**config.mk**
```make
export PLATFORM = sky130hd
export DESIGN_NAME = spow_round_cell
export DESIGN_NICKNAME = d
export VERILOG_FILES = /design/src/spow_pkg.sv /design/src/spow_round_cell.sv
export SDC_FILE = /design/constraint.sdc
export NUM_CORES = 1
export LEC_CHECK = 0
export ABC_CLOCK_PERIOD_IN_PS = 800
export BUFFER_PORTS_ARGS = -buffer_cell sky130_fd_sc_hd__buf_2
export CAP_MARGIN = 20
export CORE_AREA = 2 2 604 606
export CTS_CLUSTER_DIAMETER = 100
export CTS_CLUSTER_SIZE = 20
export DETAILED_ROUTE_END_ITERATION = 8
export DIE_AREA = 0 0 606 608
export SETUP_SLACK_MARGIN = 0.3
export SYNTH_ARGS = -nofsm -noshare
export SYNTH_HDL_FRONTEND = slang
export SYNTH_SLANG_ARGS = --single-unit
export TNS_END_PERCENT = 5
```
**constraint.sdc**
```tcl
create_clock -name clk -period 0.8 [get_ports clk]
set_input_delay 0.12 -clock clk [delete_from_list [all_inputs] [get_ports clk]]
set_output_delay 0.12 -clock clk [all_outputs]
set_load 0.03 [all_outputs]
```
**src/spow_pkg.sv**
```systemverilog
// Package: SHA-256 constants, round functions and shared types for the score check block.
package spow_pkg;

    localparam int NumRounds  = 64;
    localparam int RndW       = 6;
    localparam int ScoreW     = 16;
    localparam int DiffW      = 16;
    localparam int CfgIdxW    = 3;
    localparam int NumDataWords = 4;
    localparam logic [31:0] PadWord13 = 32'h0000_0080;
    localparam logic [31:0] LenWord   = 32'd440;   // 55 bytes * 8

    typedef enum logic [CfgIdxW-1:0] {
        CFG_DIFFICULTY = 3'd0,
        CFG_DATA_0     = 3'd1,
        CFG_DATA_1     = 3'd2,
        CFG_DATA_2     = 3'd3,
        CFG_DATA_3     = 3'd4
    } cfg_idx_t;

    typedef logic [31:0] word_t;

    // working variables a..h plus message schedule window
    typedef struct packed {
        word_t [7:0]  v;
        word_t [15:0] w;
    } rnd_state_t;

    typedef struct packed {
        logic  valid;
        word_t [7:0] h;
    } digest_t;

    localparam word_t [7:0] InitH = '{
        32'h5be0cd19, 32'h1f83d9ab, 32'h9b05688c, 32'h510e527f,
        32'ha54ff53a, 32'h3c6ef372, 32'hbb67ae85, 32'h6a09e667
    };

    function automatic word_t round_k(input logic [RndW-1:0] i);
        word_t k;
        case (i)
            6'd0: k = 32'h428a2f98; 6'd1: k = 32'h71374491; 6'd2: k = 32'hb5c0fbcf;
            6'd3: k = 32'he9b5dba5; 6'd4: k = 32'h3956c25b; 6'd5: k = 32'h59f111f1;
            6'd6: k = 32'h923f82a4; 6'd7: k = 32'hab1c5ed5; 6'd8: k = 32'hd807aa98;
            6'd9: k = 32'h12835b01; 6'd10: k = 32'h243185be; 6'd11: k = 32'h550c7dc3;
            6'd12: k = 32'h72be5d74; 6'd13: k = 32'h80deb1fe; 6'd14: k = 32'h9bdc06a7;
            6'd15: k = 32'hc19bf174; 6'd16: k = 32'he49b69c1; 6'd17: k = 32'hefbe4786;
            6'd18: k = 32'h0fc19dc6; 6'd19: k = 32'h240ca1cc; 6'd20: k = 32'h2de92c6f;
            6'd21: k = 32'h4a7484aa; 6'd22: k = 32'h5cb0a9dc; 6'd23: k = 32'h76f988da;
            6'd24: k = 32'h983e5152; 6'd25: k = 32'ha831c66d; 6'd26: k = 32'hb00327c8;
            6'd27: k = 32'hbf597fc7; 6'd28: k = 32'hc6e00bf3; 6'd29: k = 32'hd5a79147;
            6'd30: k = 32'h06ca6351; 6'd31: k = 32'h14292967; 6'd32: k = 32'h27b70a85;
            6'd33: k = 32'h2e1b2138; 6'd34: k = 32'h4d2c6dfc; 6'd35: k = 32'h53380d13;
            6'd36: k = 32'h650a7354; 6'd37: k = 32'h766a0abb; 6'd38: k = 32'h81c2c92e;
            6'd39: k = 32'h92722c85; 6'd40: k = 32'ha2bfe8a1; 6'd41: k = 32'ha81a664b;
            6'd42: k = 32'hc24b8b70; 6'd43: k = 32'hc76c51a3; 6'd44: k = 32'hd192e819;
            6'd45: k = 32'hd6990624; 6'd46: k = 32'hf40e3585; 6'd47: k = 32'h106aa070;
            6'd48: k = 32'h19a4c116; 6'd49: k = 32'h1e376c08; 6'd50: k = 32'h2748774c;
            6'd51: k = 32'h34b0bcb5; 6'd52: k = 32'h391c0cb3; 6'd53: k = 32'h4ed8aa4a;
            6'd54: k = 32'h5b9cca4f; 6'd55: k = 32'h682e6ff3; 6'd56: k = 32'h748f82ee;
            6'd57: k = 32'h78a5636f; 6'd58: k = 32'h84c87814; 6'd59: k = 32'h8cc70208;
            6'd60: k = 32'h90befffa; 6'd61: k = 32'ha4506ceb; 6'd62: k = 32'hbef9a3f7;
            default: k = 32'hc67178f2;
        endcase
        return k;
    endfunction

    function automatic word_t ror(input word_t x, input int n);
        return (x >> n) | (x << (32 - n));
    endfunction

endpackage

```
**src/spow_round_cell.sv**
```systemverilog
// One SHA-256 round cell: one compression round and one schedule step, registered.
module spow_round_cell
    import spow_pkg::*;
(
    input  logic            clk,
    input  logic            rst_n,
    input  logic            en,
    input  logic [RndW-1:0] round_idx,
    input  logic            valid_in,
    input  rnd_state_t      state_in,
    output logic            valid_out,
    output rnd_state_t      state_out
);

    logic       valid_reg;
    rnd_state_t state_reg, state_next;
    word_t a, e, t1, t2, s0, s1, wn;

    always_comb
    begin
        a  = state_in.v[0];
        e  = state_in.v[4];
        t1 = state_in.v[7] + (ror(e, 6) ^ ror(e, 11) ^ ror(e, 25))
           + ((e & state_in.v[5]) ^ (~e & state_in.v[6]))
           + round_k(round_idx) + state_in.w[0];
        t2 = (ror(a, 2) ^ ror(a, 13) ^ ror(a, 22))
           + ((a & state_in.v[1]) ^ (a & state_in.v[2]) ^ (state_in.v[1] & state_in.v[2]));
        s0 = ror(state_in.w[1], 7) ^ ror(state_in.w[1], 18) ^ (state_in.w[1] >> 3);
        s1 = ror(state_in.w[14], 17) ^ ror(state_in.w[14], 19) ^ (state_in.w[14] >> 10);
        wn = state_in.w[0] + s0 + state_in.w[9] + s1;
        state_next.v[0] = t1 + t2;
        state_next.v[1] = state_in.v[0];
        state_next.v[2] = state_in.v[1];
        state_next.v[3] = state_in.v[2];
        state_next.v[4] = state_in.v[3] + t1;
        state_next.v[5] = state_in.v[4];
        state_next.v[6] = state_in.v[5];
        state_next.v[7] = state_in.v[6];
        // schedule window slides by one word
        for (int i = 0; i < 15; i++)
        begin
            state_next.w[i] = state_in.w[i+1];
        end
        state_next.w[15] = wn;
    end

    always_ff @(posedge clk or negedge rst_n)
    begin
        if (!rst_n)
        begin
            valid_reg <= 1'b0;
        end
        else if (en)
        begin
            valid_reg <= valid_in;
        end
    end

    always_ff @(posedge clk)
    begin
        if (en)
        begin
            state_reg <= state_next;
        end
    end

    assign valid_out = valid_reg;
    assign state_out = state_reg;

endmodule

```
; ---- Yosys cells after proc, flatten, opt, wreduce, memory -nomap -nowiden
; Memories as Yosys holds them, arrays and structs flattened.
; Index checks and enable logic that the tools add are counted.
[word_totals]
ff_bits = 769
latchBits = 0
ramBits = 0
rom_bits = 2048
in_bits = 778
output_inout_bits = 769
word_cells = 63
n_memories = 1
[mem_list]
columns = memory, depth, word_bits, read_ports, rd_ports_with_merged_regs, wr, line
row1 = (no name shown), 64, 32, 1, 0, 0, spow_pkg.sv:41  ; case (i)
[op_classes]
n_addsub = 10
n_mul = 0
n_div = 0
order_cmp = 0
n_eq_ne = 0
shifts = 0
n_mux = 0
bitwise_logic = 27
reduce_logical = 0
[ops]
columns = op, count
row1 = $add 32x32->32, 10
row2 = $xor 32x32->32, 9
row3 = $and 32x32->32, 5
row4 = $not 32->32, 1
row5 = $or 10x32->32, 1
row6 = $or 13x32->32, 1
row7 = $or 14x32->32, 1
row8 = $or 15x32->32, 1
row9 = $or 19x32->32, 1
row10 = $or 21x32->32, 1
row11 = $or 25x32->32, 1
row12 = $or 26x32->32, 1
row13 = $or 30x32->32, 1
row14 = $or 7x32->32, 1
row15 = $xor 32x22->32, 1
row16 = $xor 32x29->32, 1

; ---- Depth between registers and ports, before layout
[logic_depth]
word_depth = 8
ltp_mapped = 37
ltp_nobuf = 35

; ---- Worst setup path before layout
; No wires, ideal clock.
[synth_timing]
path_type = in2reg
start = input round_idx[1]
end = register state_reg (netlist bit state_out[543]), data pin
arrival_ns = 7.688
required_ns = 0.538
path_slack_ns = -7.150
path_stages = 36
path_buffers = 2
cell_sequence = clkbuf_1 -> inv_1 -> ha_1 -> clkbuf_1 -> and2_0 -> nor2_1 -> nand2_1 -> o21ai_0 -> o211ai_1 -> o21ai_0 -> fa_1 -> inv_1 -> ha_1 -> fa_1 -> a211oi_2 -> o21ai_1 -> a21o_1 -> a21oi_1 -> o21bai_1 -> a311o_1 -> a21oi_1 -> o21bai_1 -> a21oi_1 -> xor2_1 -> fa_1 -> inv_1 -> ha_1 -> or2_2 -> a21oi_1 -> o31ai_1 -> a31o_1 -> o41a_1 -> a221o_1 -> a31oi_2 -> o21ai_1 -> xnor2_1
[synth_lines]
columns = item, line
row1 = start: declaration, spow_round_cell.sv:8  ; input logic [RndW-1:0] round_idx,
row2 = end signal: assignment, spow_round_cell.sv:63  ; state_reg <= state_next;
row3 = end: declaration, spow_round_cell.sv:16  ; rnd_state_t state_reg, state_next;

==> results by group <==
Floorplan
  • Die Height: 608 um
  • Die ar.: 0.368 sq mm
  • Core ar.: between 0.3 and 0.4 sq mm
  • Initial Util: 11.0%
  • Die width: 606 um
  • I/O pin count: around 1500
  • Cell Rows: about 220

Routing
  • Residual DRC count: 0
  • Routed wire length: 356000 um
  • WL/cell: ~32 um
  • DR vias/cell: roughly 3.6
  • DR pass1 iterations: 6
  • Via Count: approximately 40000
  • Antenna-violating nets left: 0
  • DRT iter0 DRCs: approximately 3700

Global routing
  • Largest net degree at the start of global routing: 37
  • Initial antenna violation count: around 220
  • First-pass GRT wire length: between 400000 and 500000 um
  • Vias in the first global route: 38900
  • GRT Overall Usage: 18.6%
  • Grt ovf: 0

Power
  • Leak: roughly 33 nW
  • Worst vdd ir: between 6 and 7 mV
  • Pwr dens: about 5000 mW/mm^2

Worst setup path
  • Critical Path Start: state_in[666]
  • Worst R2R Start: valid_out
  • Worst setup endpoint: state_out[543]
  • CP Launch Type: input port
  • FF-to-FF path depth: 1
  • Crit-path slowest cell: fa_1
  • Setup crit end kind: register
  • Critical setup path kind: in2reg
  • Req. time, crit path: between 1 and 1.5 ns
  • Slack of the worst reg-to-reg path: 0.07 ns
  • Crit path top cell by count: fa_1
  • Critical path peak fanout: 3
  • R2R Path End: valid_out
  • CP peak stage delay: roughly 0.5 ns
  • Arrival time at the worst endpoint: approximately 7.1 ns

Place
  • Area after DPL: about 0.065 sq mm
  • Place WS: -7.10 ns
  • IO buf count: 1546
  • Post-DP HPWL: about 310000 um
  • GP Congestion: 0.980

Yosys
  • Mapped Nets: ~4000
  • Yosys warnings: 0
  • Post-synthesis sequential area ratio: 58.2%
  • Mapped Area: about 0.040 sq mm
  • Synth cell types: between 70 and 80
  • Asr flop ratio synth: less than 1%
  • Syn avg cell area: between 10 and 15 sq um
  • Top cells by area, synth: edfxtp_1 (58%), fa_1 (9.4%), xnor2_1 (5.1%)
  • Ys flop type: edfxtp_1
  • Synth area leader: edfxtp_1
  • EDFF count, synth: about 770
  • FF+latch count, synth: 769
  • Cells after synthesis: 2935
  • Synth top area share: between 50 and 60%

STA
  • Final worst setup slack: -5.73 ns
  • Max Clock Freq: between 0.15 and 0.2 GHz
  • Fin. Hold Viols: 52
  • Tcrit/Tclk final: 816%
  • RSZ-0062 raised after global routing: yes
  • Relative slew slack: roughly 49%
  • Slew Viols, Final: 0
  • Hold WS: -0.376 ns
  • Least-Margin Pin Slew: around 0.75 ns
  • Skew final: 0 ns
  • Crit path time final: ~6.5 ns
  • Final setup vio count: slightly below 900
  • Final TNS setup: -888.37 ns

Min path
  • Hold WC Path Type: in2reg

Final layout
  • Commonest non-fill, non-tap cells in the layout: buf_2 (1185), buf_4 (928), edfxtp_1 (768)
  • Area Growth Syn to Fin: 94.6%
  • Most common cell after layout, fill and taps aside: buf_2
  • Final instance area: 0.0772 sq mm
  • Share of layout cells above drive strength 1: 48.2%
  • Fin nets: 7311

Clock network
  • CTS tree: built
  • Clk root buf: clkbuf_16
  • Max Root-Sink Buffers: 3
  • Sink Count: ~770
  • H-tree Lvls: 2
  • Clk_lat worst skew: about 0.77 ns
  • Clk pin slew, worst setup/hold paths: ~0.1 ns
  • TritonCTS Buffers: 56

Run
  • Maxcap violations: 0

Run status
  • Failing checks: negative hold slack, negative setup slack
  • Outcome: finished, violations left
==> report_power, final <==
| group | internal (W) | total, W | switching (W) |
|---|---|---|---|
| combinational | 0.148 | 0.298 | 0.150 |
| sequential | 0.0566 | 0.0601 | 0.00345 |
| clock | 0.0135 | 0.0310 | 0.0175 |
==> state kept, by name, indices dropped and copies added, names as in the netlist <==
signal,count
state_out,768
valid_out,1
==> cell families (layout without fill, tap and decap cells) <==
group           after synthesis  in the layout  synth area share (%)
mux                          50             50                  1.64
fa+ha+maj                   332            332                  14.0
buf+inv                     475           3774                  4.51
xor+xnor                    370            370                  8.17
compound gates              574            574                  9.21
simple gates                365            365                  4.25
flops                       769            769                  58.2
other cells                   0            122                     0
==> worst min path at each step <==
stage	from	endpoint	slack [ns]	cells after the start
floorplan	rst_n	valid_out	-0.18	0
global placement	rst_n	valid_out	-0.09	1
detailed placement	rst_n	valid_out	-0.09	1
CTS	state_in[608]	state_out[640]	-0.46	2
global route	state_in[608]	state_out[640]	-0.43	2
finish	state_in[608]	state_out[640]	-0.38	2
==> routing by layer <==
layer / GRT usage, % / routed length, um / up-vias
met2: 34.5 / 185000 / 2198
met3: 5.19 / 29500 / 605
met5: 0 / 133 / -
met4: 5.88 / 14800 / 22
li1: - / - / 17000
met1: 20.1 / 126000 / 19800
==> per-stage QoR <==
| stage | hold WS (ns) | power [W] | utilization (%) | cells |
|---|---|---|---|---|
| after CTS | -0.463 | 0.370 | 20.9 | 11000 |
| after global placement | -0.0943 | 0.293 | 18.0 | 10200 |
| after detailed placement | -0.0947 | 0.294 | 18.0 | 10200 |
| after floorplan | -0.176 | 0.177 | - | 2935 |
| after global routing | -0.430 | 0.408 | 21.3 | 11100 |
| final | -0.376 | 0.389 | 21.3 | 11200 |
==> Yosys cell counts, drive strengths merged, types with 37 or more instances <==
cell type  number
xnor2         233
o21ai         143
inv           412
a21o           81
nor2          107
nand3          37
edfxtp        768
clkbuf         48
fa            187
ha            142
a21oi         167
nand2         108
xor2          137
==> area by class of cell <==
cell class,count,area [sq um]
sequential,769,23100
fill,39100,285000
timing repair buffer,3273,27800
clock buffer,60,1420
multi-input combinational,1691,16600
antenna,122,305
tap,4794,6000
clock inverter,28,365
inverter,413,1560
==> critical path, delay by kind of cell <==
family | cells | cell delay [ns]
AOI/OAI and AO/OA | 16 | 3.06
adders and majority gates | 7 | 2.68
xor gates and xnor gates | 4 | 0.69
buffers and inverters | 3 | 0.25
and+or+nand+nor | 1 | 0.25
==> what timing repair did <==
item,CTS,global route
gates resized for setup,384,273
setup endpoints to repair,866,872
setup buffers,40,24
pin swaps,117,72
hold endpoints to repair,809,119
hold buffers,674,1
No activity file was read; power rests on OpenSTA's default activity.
